--- src/cmst_pkg.sv ---
// ============================================================================
// cmst_pkg: comment stripper shared types and constants
// Item structs for both channels, character codes and the result slot group
// handed from the stripping logic to the output queue.
// ============================================================================
package cmst_pkg;

    // Character codes that drive the stripping stages
    localparam logic [7:0] CH_SLASH   = 8'h2F;
    localparam logic [7:0] CH_STAR    = 8'h2A;
    localparam logic [7:0] CH_NEWLINE = 8'h0A;

    // Most results one input item can produce
    localparam int CMST_MAX_RESULTS = 3;

    // Default depth of the output queue
    localparam int CMST_FIFO_DEPTH = 4;

    // Input item
    typedef struct packed {
        logic [7:0] in_byte;
        logic       end_of_text;
    } t_in_item;

    // Result item
    typedef struct packed {
        logic [7:0] out_byte;
        logic       has_byte;
        logic       last;
    } t_out_item;

    // Results of one input item, packed from slot 0 upward
    typedef struct packed {
        logic [1:0]                           cnt;
        t_out_item [CMST_MAX_RESULTS-1:0]     items;
    } t_slots;

endpackage

--- src/cmst_step.sv ---
// ============================================================================
// cmst_step: two-stage comment stripping logic
// Holds the line stage and block stage modes and turns one accepted byte
// into up to three result items through combinational logic.
// ============================================================================
module cmst_step
    import cmst_pkg::*;
(
    input  logic     i_clk,
    input  logic     i_rst_n,
    input  logic     i_take,
    input  t_in_item i_item,
    output t_slots   o_slots
);

    typedef enum logic [1:0] {
        LM_NORMAL  = 2'd0,
        LM_SLASH   = 2'd1,
        LM_COMMENT = 2'd2
    } t_line_mode;

    typedef enum logic [1:0] {
        BM_NORMAL = 2'd0,
        BM_SLASH  = 2'd1,
        BM_BLOCK  = 2'd2,
        BM_STAR   = 2'd3
    } t_block_mode;

    // Outcome of one byte fed into the block stage
    typedef struct packed {
        t_block_mode mode;
        logic [1:0]  cnt;
        logic [7:0]  b0;
        logic [7:0]  b1;
    } t_blk_res;

    t_line_mode  r_line_mode;
    t_line_mode  n_line_mode;
    t_block_mode r_block_mode;
    t_block_mode n_block_mode;
    t_slots      n_slots;

    // Block stage: one byte in, zero to two bytes out
    function automatic t_blk_res blk_feed(t_block_mode m, logic [7:0] b);
        t_blk_res r;
        r.mode = m;
        r.cnt  = 2'd0;
        r.b0   = b;
        r.b1   = b;
        case (m)
            BM_SLASH: begin
                if (b == CH_STAR) begin
                    r.mode = BM_STAR;
                end else if (b == CH_SLASH) begin
                    // first slash goes out, second one stays held
                    r.cnt = 2'd1;
                    r.b0  = CH_SLASH;
                end else begin
                    r.cnt  = 2'd2;
                    r.b0   = CH_SLASH;
                    r.b1   = b;
                    r.mode = BM_NORMAL;
                end
            end
            BM_BLOCK: begin
                if (b == CH_STAR) begin
                    r.mode = BM_STAR;
                end
            end
            BM_STAR: begin
                if (b == CH_SLASH) begin
                    r.mode = BM_NORMAL;
                end else if (b != CH_STAR) begin
                    r.mode = BM_BLOCK;
                end
            end
            default: begin
                if (b == CH_SLASH) begin
                    r.mode = BM_SLASH;
                end else begin
                    r.cnt = 2'd1;
                end
            end
        endcase
        return r;
    endfunction

    // Append one byte; anything past the third slot is dropped
    function automatic t_slots slot_push(t_slots s, logic [7:0] b);
        t_slots t;
        t = s;
        if (t.cnt != 2'd3) begin
            t.items[t.cnt] = t_out_item'({b, 1'b1, 1'b0});
            t.cnt          = t.cnt + 2'd1;
        end
        return t;
    endfunction

    function automatic t_slots slot_push_blk(t_slots s, t_blk_res r);
        t_slots t;
        t = s;
        if (r.cnt != 2'd0) begin
            t = slot_push(t, r.b0);
        end
        if (r.cnt == 2'd2) begin
            t = slot_push(t, r.b1);
        end
        return t;
    endfunction

    // Line stage, then block stage, then end-of-text flush
    always_comb begin : p_step
        t_blk_res   r1;
        t_blk_res   r2;
        t_blk_res   r3;
        t_slots     s;
        logic [7:0] b;
        s            = '0;
        r1           = '0;
        r2           = '0;
        r3           = '0;
        b            = i_item.in_byte;
        n_line_mode  = r_line_mode;
        n_block_mode = r_block_mode;

        case (r_line_mode)
            LM_SLASH: begin
                if (b == CH_SLASH) begin
                    n_line_mode = LM_COMMENT;
                end else begin
                    // release the held slash, then this byte
                    n_line_mode  = LM_NORMAL;
                    r1           = blk_feed(r_block_mode, CH_SLASH);
                    s            = slot_push_blk(s, r1);
                    r2           = blk_feed(r1.mode, b);
                    s            = slot_push_blk(s, r2);
                    n_block_mode = r2.mode;
                end
            end
            LM_COMMENT: begin
                if (b == CH_NEWLINE) begin
                    n_line_mode  = LM_NORMAL;
                    r1           = blk_feed(r_block_mode, b);
                    s            = slot_push_blk(s, r1);
                    n_block_mode = r1.mode;
                end
            end
            default: begin
                if (b == CH_SLASH) begin
                    n_line_mode = LM_SLASH;
                end else begin
                    n_line_mode  = LM_NORMAL;
                    r1           = blk_feed(r_block_mode, b);
                    s            = slot_push_blk(s, r1);
                    n_block_mode = r1.mode;
                end
            end
        endcase

        if (i_item.end_of_text) begin
            if (n_line_mode == LM_SLASH) begin
                r3           = blk_feed(n_block_mode, CH_SLASH);
                s            = slot_push_blk(s, r3);
                n_block_mode = r3.mode;
            end
            n_line_mode = LM_NORMAL;
            if (n_block_mode == BM_SLASH) begin
                s = slot_push(s, CH_SLASH);
            end
            n_block_mode = BM_NORMAL;
            // empty end marker
            if (s.cnt == 2'd0) begin
                s.items[0] = '0;
                s.cnt      = 2'd1;
            end
            s.items[s.cnt - 2'd1].last = 1'b1;
        end
        n_slots = s;
    end

    // Stage modes advance on every accepted item
    always_ff @(posedge i_clk) begin
        if (!i_rst_n) begin
            r_line_mode  <= LM_NORMAL;
            r_block_mode <= BM_NORMAL;
        end else if (i_take) begin
            r_line_mode  <= n_line_mode;
            r_block_mode <= n_block_mode;
        end
    end

    assign o_slots = n_slots;

endmodule

--- src/comment_stripper.sv ---
// ============================================================================
// comment_stripper: C-style comment removal on a byte stream
// Strips line comments, then block comments, from text fed one byte per
// item, and queues the surviving bytes for the output channel.
// ============================================================================
//
//  Channel  Direction  Handshake            Payload
//  -------  ---------  -------------------  ---------------------------------
//  input    in         i_valid / o_ready    i_data : t_in_item  (byte, eot)
//  output   out        o_valid / i_ready    o_data : t_out_item (byte, has, last)
//
//  One input item is accepted per cycle while o_ready is high; its zero to
//  three result items are written into the output queue at the same clock
//  edge, so the first one is in the queue in the cycle after acceptance.
//  o_ready is high while the queue has room for three results; at the default
//  depth of four, a stream giving one result per item while i_ready stays high
//  never stalls. Reset (synchronous, active low) returns both stages to normal
//  mode and empties the queue. A stalled output holds its item until it is taken.
//
module comment_stripper
    import cmst_pkg::*;
#(
    parameter int FIFO_DEPTH = CMST_FIFO_DEPTH   // 4 .. 32
)(
    input  logic      i_clk,
    input  logic      i_rst_n,
    input  logic      i_valid,
    output logic      o_ready,
    input  t_in_item  i_data,
    output logic      o_valid,
    input  logic      i_ready,
    output t_out_item o_data
);

    localparam int AW = $clog2(FIFO_DEPTH);
    localparam int CW = $clog2(FIFO_DEPTH + 1);

    t_out_item         r_mem [FIFO_DEPTH];
    logic [AW-1:0]     r_wr;
    logic [AW-1:0]     n_wr;
    logic [AW-1:0]     r_rd;
    logic [AW-1:0]     n_rd;
    logic [CW-1:0]     r_count;
    logic [CW-1:0]     n_count;
    logic              take;
    logic              pop;
    logic [1:0]        push_n;
    t_slots            slots;

    // Queue pointer advance with wrap at the depth
    function automatic logic [AW-1:0] wrap_add(logic [AW-1:0] p, logic [1:0] k);
        logic [AW:0] s;
        s = {1'b0, p} + (AW+1)'(k);
        if (s >= (AW+1)'(FIFO_DEPTH)) begin
            s = s - (AW+1)'(FIFO_DEPTH);
        end
        return s[AW-1:0];
    endfunction

    cmst_step u_step (
        .i_clk   (i_clk),
        .i_rst_n (i_rst_n),
        .i_take  (take),
        .i_item  (i_data),
        .o_slots (slots)
    );

    // Handshakes
    assign o_ready = (r_count <= CW'(FIFO_DEPTH - CMST_MAX_RESULTS));
    assign take    = i_valid && o_ready;
    assign o_valid = (r_count != '0);
    assign pop     = o_valid && i_ready;
    assign o_data  = r_mem[r_rd];

    // Queue bookkeeping
    assign push_n  = take ? slots.cnt : 2'd0;
    assign n_wr    = wrap_add(r_wr, push_n);
    assign n_rd    = pop ? wrap_add(r_rd, 2'd1) : r_rd;
    assign n_count = r_count + CW'(push_n) - CW'(pop);

    // Result storage: up to three writes per cycle
    always_ff @(posedge i_clk) begin
        for (int k = 0; k < CMST_MAX_RESULTS; k++) begin
            if (take && (2'(k) < slots.cnt)) begin
                r_mem[wrap_add(r_wr, 2'(k))] <= slots.items[k];
            end
        end
    end

    always_ff @(posedge i_clk) begin
        if (!i_rst_n) begin
            r_wr    <= '0;
            r_rd    <= '0;
            r_count <= '0;
        end else begin
            r_wr    <= n_wr;
            r_rd    <= n_rd;
            r_count <= n_count;
        end
    end

endmodule

--- config.mk ---
export PLATFORM = sky130hd
export DESIGN_NAME = comment_stripper
export DESIGN_NICKNAME = d
export VERILOG_FILES = /design/src/cmst_pkg.sv /design/src/cmst_step.sv /design/src/comment_stripper.sv
export SDC_FILE = /design/constraint.sdc
export NUM_CORES = 1
export LEC_CHECK = 0
export BUFFER_PORTS_ARGS = -buffer_cell sky130_fd_sc_hd__buf_2
export CAP_MARGIN = 20
export CORE_ASPECT_RATIO = 1.75
export CORE_MARGIN = 4
export CORE_UTILIZATION = 45
export DETAILED_ROUTE_END_ITERATION = 8
export PLACE_DENSITY = 0.63
export SLEW_MARGIN = 30
export SYNTH_ARGS = -nofsm -noshare
export SYNTH_HDL_FRONTEND = slang
export SYNTH_SLANG_ARGS = --single-unit
--- constraint.sdc ---
create_clock -name i_clk -period 5.5 [get_ports i_clk]
set_input_delay 0.55 -clock i_clk [delete_from_list [all_inputs] [get_ports i_clk]]
set_output_delay 0.55 -clock i_clk [all_outputs]
set_load 0.01 [all_outputs]
==> reports/results.tsv, run 1 <==
metric	value	unit
status	complete, no violations	
dp_hpwl	9490	µm
num_antenna_cells	0	
ctsResizeCount	0	
start_kind	register	
layout-drive-gt1-share	18.4	%
mostFrequentLayoutCells	mux2i_1 (42), nand2_1 (40), edfxtp_1 (40), nor2_1 (33), buf_2 (24)	
grt_pass1_wl	19100	µm
final_core_utilization	50.7	%
rr_worst_depth	19	
io_pins	25	
period_share	80.9	%
synth_fp_nets	483	
syn-cell-area	0.00447	mm²
period_minus_slack	4.45	ns
die_w	83.3	µm
grt_pass1_vias	3711	
fp.dieH	140	µm
cts.sinks	53	
grt_max_degree	25	
hold-path-cell-count	2	
synth_ff_type	edfxtp_1	
grt_util_met3	1.95	%
required	5.69	ns
final_common_cell	mux2i_1	
grt_overflow	0	
crit_cells	19	
num_vias	3621	
finalSetupTns	0	ns
grt_antenna_before_repair	0	
met2_usage	39.4	%
setup_viol	0	
regArea	0.00146	mm²
dieArea	0.0116	mm²
firstDrtPassIters	4	
crit_family	simple AND/OR/NAND/NOR gates	
place.gp.congestion	0.920	
area_growth	8.88	%
p_leak	1.78	nW
synth-seq-cells	53	
synthArstFlopShare	0	%
final_hold_viol_count	0	
root_buffer	clkbuf_16	
worst_slew_pin_slew	0.786	ns
grt_usage	20.4	%
final_nets	500	
endpoint_kind	register	
finalClockSkew	0.0113	ns
h-tree-depth	2	
use_met1	21.7	%
cts_buffers	5	
hp-class	register to register	
power_density	248	mW/mm²
slowest_delay	0.54	ns
drc_errors	0	
ctsHoldBuffers	0	
synth_edf_count	40	
vias_per_cell	6.09	
syn_avg_cell_area	9.82	µm²
port_buffers	24	
ant_nets	0	
start_util	46.6	%
relSlewSlack	47.6	%
path_max_fanout	12	
yosysSeqAreaShare	32.7	%
cts.path.max_buffers	2	
busiest_layer	met2	
drt_iter0_drc	260	
fmax	225	MHz
row_count	47	
postRouteWirelength	11700	µm
crit_type	register to register	
cp_num_buf_inv	4	
synth_warnings	0	
cts_tree	done	
crit_arrival	4.64	ns
post_cts_buffers	0	
rsz0062_at_grt	no	
worstSkewPairLatency	0.29	ns
slowest_stage	dfxtp_1	
fillCellCount	891	
wl_per_cell	19.6	µm
synth_cell_types	73	
drv_cap	0	
clk_pin_slew	0.07	ns
syn_inst	455	
peakVddDrop	177	µV
path_cells	inv_1, ha_1, nor2b_1, o211ai_1, o2111ai_1, a211oi_2, buf_4, or4_1, a311oi_2, nor2_1, nand2_1, ha_1, inv_1, ha_1, inv_1, fa_1, xor2_1, xnor2_1, and2_1	
core	0.00959	mm²
slew_viol_final	0	
multiInputGateArea	0.00283	mm²
[metrics by stage]
| step | cells | setup WS (ns) | instance area, µm² | total power, mW | hold WS, ns |
|---|---|---|---|---|---|
| after floorplan | 455 | 1.25 | 4470 | 0.764 | 0.504 |
| after global placement | 587 | 1.14 | 4690 | 0.863 | 0.531 |
| after detailed placement | 587 | 1.07 | 4690 | 0.875 | 0.564 |
| after CTS | 595 | 1.04 | 4860 | 1.22 | 0.585 |
| after global routing | 595 | 0.738 | 4860 | 1.28 | 0.607 |
| final | 595 | 1.05 | 4860 | 1.21 | 0.576 |
[state kept, by name, summed over array words and instances (netlist names), named ones only]
name,cells
r_wr,2
r_count,3
r_mem,40
u_step.r_block_mode,2
r_rd,2
u_step.r_line_mode,2
[cell usage after synthesis, types with 7 or more instances]
cell type  count  share of area [%]
o211ai_1       8                1.3
ha_1          14                3.9
a22oi_1        7                1.2
a21oi_1       17                1.9
and2_1        12                1.7
edfxtp_1      40                 27
a31oi_1        7               0.98
nand3_1       17                1.9
mux4_2        10                5.0
nor2_1        33                2.8
dfxtp_1       13                5.8
o21ai_0        9                1.0
nor2b_1       12                1.7
inv_1         16                1.3
mux2_2        15                3.8
o21ai_1        7               0.78
nand2_1       40                3.4
a32oi_1        9                1.8
mux2i_1       42                9.4
clkbuf_1      11               0.92
nor3_1         7               0.78
[area by class of cell]
cell class              instances  area share [%]
inverters                      16            1.23
repair buffers                 34            4.01
clock buffers                   6            2.65
well taps                     122            3.14
multi-input cells             362            58.1
flip-flops and latches         53            30.0
clock inverters                 2           0.798
[logic make-up (layout without fill, tap and decap cells)]
family | Yosys count | in the layout | share of synthesized area, %
flip-flops | 53 | 53 | 32.7
multiplexers | 72 | 72 | 19.5
buffers and inverters | 40 | 58 | 4.03
XOR/XNOR | 8 | 8 | 1.57
adder cells (fa/ha/maj) | 16 | 16 | 4.59
AND/OR/NAND/NOR | 157 | 157 | 19.4
AO/OA/AOI/OAI | 109 | 109 | 18.2
[path summary, 6_finish.rpt]
check | slack (ns) | startpoint | end
max | 1.05 | u_step.r_block_mode[0] | r_count[2]
min | 0.58 | u_step.r_line_mode[0] | u_step.r_line_mode[0]
max reg2reg | 1.05 | u_step.r_block_mode[0] | r_count[2]
min reg2reg | 0.58 | u_step.r_line_mode[0] | u_step.r_line_mode[0]
[worst min-delay path, cell delays in order, from the launching register on]
cell     delay [ns]
dfxtp_1        0.36
a32oi_1        0.08
nor2b_1        0.10
[metal layers]
metal | routed length [µm] | part of all wire [%]
met4 | 433 | 3.7
met3 | 319 | 2.7
met1 | 4410 | 38
met2 | 6510 | 56
met5 | 0 | 0
[report_power, final]
part | internal (mW) | switching [mW]
registers | 0.490 | 0.0529
logic | 0.159 | 0.155
clock network | 0.216 | 0.133
No activity file was read; power rests on OpenSTA's default activity.
==> run 2: changes to the inputs <==
--- a/config.mk
+++ b/config.mk
@@ -5,6 +5,7 @@
 export SDC_FILE = /design/constraint.sdc
 export NUM_CORES = 1
 export LEC_CHECK = 0
+export ABC_AREA = 1
 export BUFFER_PORTS_ARGS = -buffer_cell sky130_fd_sc_hd__buf_2
 export CAP_MARGIN = 20
 export CORE_ASPECT_RATIO = 1.75
==> constraint.sdc (replaced) <==
create_clock -name i_clk -period 4.2 [get_ports i_clk]
set_input_delay 0.42 -clock i_clk [delete_from_list [all_inputs] [get_ports i_clk]]
set_output_delay 0.42 -clock i_clk [all_outputs]
set_load 0.01 [all_outputs]
==> run 2 against run 1 <==
First-iteration DRC count unchanged. Core utilization increased by 0.50 points. Die area increased by 5.2%. Flip-flop and latch count unchanged. Clock skew increased by 0.0042 ns. Total power increased by 24%. Critical path depth increased by 8. Combinational power increased by 33%. Via count increased by 32%. Critical endpoint unchanged. Routed wire length increased by 17%. Sequential power increased by 26%. Setup slack got worse by 0.72 ns.
==> reports/results.tsv, run 2 <==
metric	value	unit	change
layout-drive-gt1-share	15.6	%	was 18.4%
ctsHoldBuffers	0		unchanged
cts_buffers	5		unchanged
synthTopCellsByCount	nand2_1 (236), inv_1 (71), o21ai_0 (71)		was mux2i_1 (42), edfxtp_1 (40), nand2_1 (40)
start_util	46.1	%	was 46.6%
synth-seq-cells	53		unchanged
start_kind	register		unchanged
dieArea	0.0122	mm²	was 0.0116 mm²
final_hold_viol_count	0		unchanged
firstDrtPassIters	8		was 4
grt_max_degree	22		was 25
dp_hpwl	11500	µm	was 9490 µm
grt_usage	23.1	%	was 20.4%
finalSetupTns	0	ns	unchanged
drt_iter0_drc	260		unchanged
cts_tree	done		unchanged
h-tree-depth	2		unchanged
final_nets	779		was 500
worstSkewPairLatency	0.29	ns	about the same
period_share	92.0	%	was 80.9%
core	0.0102	mm²	was 0.00959 mm²
required	4.39	ns	was 5.69 ns
io_pins	25		unchanged
die_w	85.4	µm	was 83.3 µm
synthTopCellsByArea	edfxtp_1 (25%), nand2_1 (19%), o21ai_0 (7.5%)		was edfxtp_1 (27%), mux2i_1 (9.4%), dfxtp_1 (5.8%)
fmax	259	MHz	was 225 MHz
post-synth-top-area-fraction	25.5	%	was 26.9%
grt_antenna_before_repair	0		unchanged
grt_pass1_wl	22500	µm	was 19,100 µm
cts.sinks	53		unchanged
crit_arrival	4.05	ns	was 4.64 ns
syn_avg_cell_area	6.59	µm²	was 9.82 µm²
post-place-cells	867		was 587
slew_viol_final	0		unchanged
synth_fp_nets	744		was 483
synth_edf_count	40		unchanged
peakVddDrop	196	µV	was 177 µV
root_buffer	clkbuf_16		unchanged
setup_viol	0		unchanged
fp.dieH	143	µm	was 140 µm
synth_warnings	0		unchanged
ant_nets	0		unchanged
status	complete, no violations		unchanged
port_buffers	24		unchanged
area_growth	11.2	%	was 8.88%
setup_ws	0.335	ns	was 1.05 ns
cpMostUsedCell	inv_1		
hp-class	input pin to register		was register to register
crit_family	simple AND/OR/NAND/NOR gates		unchanged
p_leak	2.39	nW	was 1.78 nW
drc_errors	0		unchanged
place_ws	0.0339	ns	was 1.07 ns
slowest_delay	0.41	ns	was 0.54 ns
syn_inst	716		was 455
wl_per_cell	15.6	µm	was 19.6 µm
vias_per_cell	5.42		was 6.09
path_max_fanout	7		was 12
mostFrequentLayoutCells	nand2_1 (236), o21ai_0 (71), inv_1 (69), nor2_1 (66), nand3_1 (48)		was mux2i_1 (42), nand2_1 (40), edfxtp_1 (40), nor2_1 (33), buf_2 (24)
syn-cell-area	0.00472	mm²	was 0.00447 mm²
largest_register_ffs	40		unchanged
worst_slew_pin_slew	0.671	ns	was 0.786 ns
regMostFlops	r_mem		unchanged
place.gp.congestion	0.932		was 0.920
postRouteWirelength	13700	µm	was 11,700 µm
synth_ff_type	edfxtp_1		unchanged
period_minus_slack	3.87	ns	was 4.45 ns
row_count	49		was 47
cts.path.max_buffers	2		unchanged
yosysSeqAreaShare	31.0	%	was 32.7%
num_vias	4763		was 3,621
synth_cell_types	45		was 73
num_antenna_cells	0		unchanged
stdcell_count	879		was 595
synth_most_common_cell	nand2_1		was mux2i_1
relSlewSlack	54.8	%	was 47.6%
crit_type	register to register		unchanged
endpoint_kind	register		unchanged
yosysTopAreaCell	edfxtp_1		unchanged
finalClockSkew	0.0155	ns	was 0.0113 ns
rsz0062_at_grt	no		unchanged
drv_cap	0		unchanged
largestRegisters	r_mem (40), r_count (3)		unchanged
fillCellCount	1054		was 891
power_density	284	mW/mm²	was 248 mW/mm²
grt_pass1_vias	4760		was 3,711
grt_overflow	0		unchanged
final_common_cell	nand2_1		was mux2i_1
synthArstFlopShare	0	%	unchanged
clk_pin_slew	0.07	ns	about the same
slowest_stage	dfxtp_4		was dfxtp_1
cp_num_buf_inv	7		was 4
==> run 2: changes by cell type in the layout (fill, tap and decap cells not counted), moves of 9 or more <==
cell / before / now
nand2_1: 40 / 236
o21ai_0: 9 / 71
inv_1: 16 / 69
mux2i_1: 42 / 0
nor2_1: 33 / 66
nand3_1: 17 / 48
inv_2: 0 / 20
mux2_2: 15 / 0
and2_1: 12 / 0
nor2b_1: 12 / 0
mux4_2: 10 / 0
o22ai_1: 6 / 16
buf_4: 10 / 19
==> run 2: path summary, 6_finish.rpt <==
path	start	slack, ns	to	depth (start not counted)
worst max-delay path	u_step.r_block_mode[1]	0.33	r_count[2]	27
worst min-delay path	i_rst_n	0.38	r_wr[0]	3
worst max register to register	u_step.r_block_mode[1]	0.33	r_count[2]	27
worst min register to register	r_rd[1]	0.48	r_rd[1]	2
==> run 2: layout make-up <==
class	count	area [µm²]	share of cell area, %
multi-input combinational	555	2860	54.5
sequential	53	1470	28.0
inverter	93	353	6.73
timing repair buffer	43	263	5.01
tap	127	159	3.03
clock buffer	6	129	2.46
clock inverter	2	15.0	0.286
==> run 2: per-stage QoR <==
step / hold WS, ns / util, % / power [mW] / instance area, µm²
2_1_floorplan: 0.436 / - / 0.971 / 4720
3_3_place_gp: 0.456 / 49.1 / 1.11 / 5030
3_5_place_dp: 0.464 / 49.1 / 1.12 / 5030
4_1_cts: 0.385 / 50.5 / 1.51 / 5170
5_1_grt: 0.395 / 51.2 / 1.59 / 5250
6_report: 0.381 / 51.2 / 1.49 / 5250
==> run 2: repair_timing <==
| item | 4_1_cts | 5_1_grt |
|---|---|---|
| resized for setup | 0 | 12 |
| setup buffers | 0 | 4 |
| endpoints found under the setup margin | 0 | 2 |
==> run 2: kinds of logic after synthesis <==
logic type | after synthesis | synth area share, %
AOI/OAI and AO/OA | 139 | 16.8
xor gates and xnor gates | 3 | 0.557
adders and majority gates | 15 | 4.14
buffers and inverters | 108 | 9.12
DFF | 53 | 31.0
and+or+nand+nor | 398 | 38.4
==> run 2: where the power goes <==
part / internal, mW / switching, mW / leakage [nW]
Sequential: 0.638 / 0.0455 / 0.464
Clock: 0.221 / 0.169 / 0.0631
Combinational: 0.156 / 0.263 / 1.86
Total: 1.01 / 0.478 / 2.39
==> run 2: metal layers <==
metal | up-vias | track usage, % | wire (µm)
met2 | 173 | 45.2 | 7610
met1 | 2106 | 21.6 | 4770
met5 | - | 0 | 0
met3 | 56 | 2.35 | 496
met4 | 0 | 16.4 | 831
li1 | 2428 | - | -
==> run 2: worst register-to-register path, cell delays in order, from the launching register on <==
cell        delay, ns
dfxtp_4          0.41
clkinvlp_4       0.20
ha_4             0.34
nand2_1          0.09
o21ai_4          0.10
inv_1            0.09
o21ai_0          0.08
nand3_1          0.10
a21oi_1          0.17
nand2_2          0.11
nand2_4          0.11
nor2_2           0.07
nor2_2           0.12
nand2_4          0.10
nand3_2          0.09
inv_2            0.06
nand2_4          0.11
nand2_8          0.11
nor2_2           0.13
inv_1            0.05
ha_1             0.26
inv_1            0.06
ha_1             0.14
inv_1            0.05
fa_1             0.37
xor2_1           0.17
inv_1            0.06
nor2_1           0.03
==> run 3: changes to the inputs <==
--- a/config.mk
+++ b/config.mk
@@ -13,6 +13,7 @@
 export CORE_UTILIZATION = 45
 export DETAILED_ROUTE_END_ITERATION = 8
 export PLACE_DENSITY = 0.63
+export REMOVE_ABC_BUFFERS = 1
 export SLEW_MARGIN = 30
 export SYNTH_ARGS = -nofsm -noshare
 export SYNTH_HDL_FRONTEND = slang
==> run 3 against run 2 <==
Worst hold slack better by 0.010 ns. Critical path depth down 1. First-iteration DRC count down 4.6%. Via count down 1.9%. Sequential power about the same. Fmax up 0.25%. Cell count down 0.68%. Routed wire length about the same. Critical endpoint unchanged.
==> reports/results.tsv, run 3 (synthesized netlist as in run 2, its figures left out) <==
metric	value	unit	change
layout-drive-gt1-share	14.2	%	was 15.6%
drc_errors	0		unchanged
power_density	289	mW/mm²	was 284 mW/mm²
period_share	91.8	%	was 92.0%
die_w	85.4	µm	unchanged
hp-class	input pin to register		unchanged
place.gp.congestion	0.996		was 0.932
cts_buffers	5		unchanged
ctsHoldBuffers	0		unchanged
h-tree-depth	2		unchanged
final_common_cell	nand2_1		unchanged
rr_startpoint	u_step.r_block_mode[0]		was u_step.r_block_mode[1]
cts_tree	done		unchanged
finalSetupTns	0	ns	unchanged
ctsResizeCount	0		unchanged
peakVddDrop	203	µV	was 196 µV
slowest_delay	0.41	ns	about the same
holdWs	0.392	ns	was 0.381 ns
stdcell_count	873		was 879
cts.path.max_buffers	2		unchanged
mostFrequentLayoutCells	nand2_1 (236), o21ai_0 (71), inv_1 (70), nor2_1 (68), nand3_1 (48)		was nand2_1 (236), o21ai_0 (71), inv_1 (69), nor2_1 (66), nand3_1 (48)
vias_per_cell	5.35		was 5.42
setup_ws	0.344	ns	was 0.335 ns
ant_nets	0		unchanged
drt_iter0_drc	248		was 260
dp_hpwl	11600	µm	was 11,500 µm
fp.dieH	143	µm	unchanged
clockPowerShare	26.3	%	was 26.1%
rr_worst_depth	26		was 27
crit_type	register to register		unchanged
post-place-cells	865		was 867
wl_per_cell	15.7	µm	was 15.6 µm
grt_pass1_vias	4770		was 4,760
p_int	1.01	mW	about the same
fmax	259	MHz	about the same
place_ws	0.165	ns	was 0.0339 ns
hold-path-cell-count	3		unchanged
final_nets	773		was 779
grt_antenna_before_repair	0		unchanged
status	complete, no violations		unchanged
required	4.38	ns	was 4.39 ns
hold_start	i_rst_n		unchanged
worstSkewPairLatency	0.29	ns	about the same
clk_pin_slew	0.07	ns	about the same
largestRegisters	r_mem (40), r_count (3)		unchanged
io_pins	25		unchanged
setup_viol	0		unchanged
final_hold_viol_count	0		unchanged
cts.sinks	53		unchanged
path_max_fanout	9		was 7
min_to	r_wr[0]		unchanged
relSlewSlack	52.5	%	was 54.8%
postRouteWirelength	13700	µm	about the same
area_growth	9.42	%	was 11.2%
p_leak	2.36	nW	was 2.39 nW
final_core_utilization	50.4	%	was 51.2%
grt_overflow	0		unchanged
sw_frac_of_total	32.0	%	about the same
core	0.0102	mm²	unchanged
period_minus_slack	3.86	ns	was 3.87 ns
finalClockSkew	0.0120	ns	was 0.0155 ns
slowest_stage	dfxtp_2		was dfxtp_4
r2r-end	r_count[2]		unchanged
dieArea	0.0122	mm²	unchanged
start_kind	register		unchanged
cpMostUsedCell	inv_1		unchanged
slew_viol_final	0		unchanged
power.switching	0.478	mW	about the same
port_buffers	24		unchanged
post_cts_buffers	0		unchanged
num_vias	4674		was 4,763
seq_power_share	46.0	%	was 45.8%
rsz0062_at_grt	no		unchanged
p_comb_share	27.8	%	was 28.1%
root_buffer	clkbuf_16		unchanged
ff2ff_setup_slack	0.34	ns	was 0.33 ns
cp_num_buf_inv	7		unchanged
grt_pass1_wl	22600	µm	was 22,500 µm
grt_usage	23.1	%	about the same
worst_slew_pin_slew	0.706	ns	was 0.671 ns
largest_register_ffs	40		unchanged
start_util	46.1	%	unchanged
drv_cap	0		unchanged
crit_family	adder cells		was simple AND/OR/NAND/NOR gates
row_count	49		unchanged
num_antenna_cells	0		unchanged
grt_max_degree	22		unchanged
crit_arrival	4.04	ns	was 4.05 ns
endpoint_kind	register		unchanged
firstDrtPassIters	5		was 8
regMostFlops	r_mem		unchanged
startpoint	u_step.r_block_mode[0]		was u_step.r_block_mode[1]
## run 3: layout make-up
| type | instances | area [µm²] |
|---|---|---|
| Sequential cell | 53 | 1460 |
| Inverter | 93 | 349 |
| Fill cell | 1057 | 5080 |
| Tap cell | 127 | 159 |
| Clock inverter | 2 | 15.0 |
| Multi-Input combinational cell | 555 | 2830 |
| Clock buffer | 6 | 129 |
| Timing Repair Buffer | 37 | 218 |
## run 3: worst max path at each step
stage	cells after the start	slack (ns)	endpoint
floorplan	25	0.50	r_count[2]
global placement	26	0.21	r_count[2]
detailed placement	26	0.17	r_count[2]
CTS	26	0.15	r_count[2]
global route	27	0.03	r_count[2]
finish	26	0.34	r_count[2]
## run 3: power groups by stage
stage               Combinational (mW)  Clock, mW  Sequential, mW
finish                           0.414      0.392           0.685
global route                     0.474      0.432           0.694
CTS                              0.421      0.408           0.687
detailed placement               0.418          0           0.698
global placement                 0.412          0           0.696
floorplan                        0.280          0           0.682
## run 3: stage by stage
stage / instance area (µm²) / power [mW]
2_1_floorplan: 4640 / 0.962
4_1_cts: 5160 / 1.51
3_5_place_dp: 5010 / 1.12
6_report: 5160 / 1.49
3_3_place_gp: 5010 / 1.11
5_1_grt: 5160 / 1.60
## run 3: routing by layer
layer  vias to the layer above  track usage, %  routed length [µm]
li1                       2413               -                   -
met1                      2072            21.5                4800
met2                       130            46.1                7740
met3                        59            2.93                 416
met4                         0            14.3                 760
met5                         -               0                   0
## run 3: worst min-delay path: stages
cell,delay (ns)
buf_2,0.14
nand2_1,0.06
inv_1,0.04
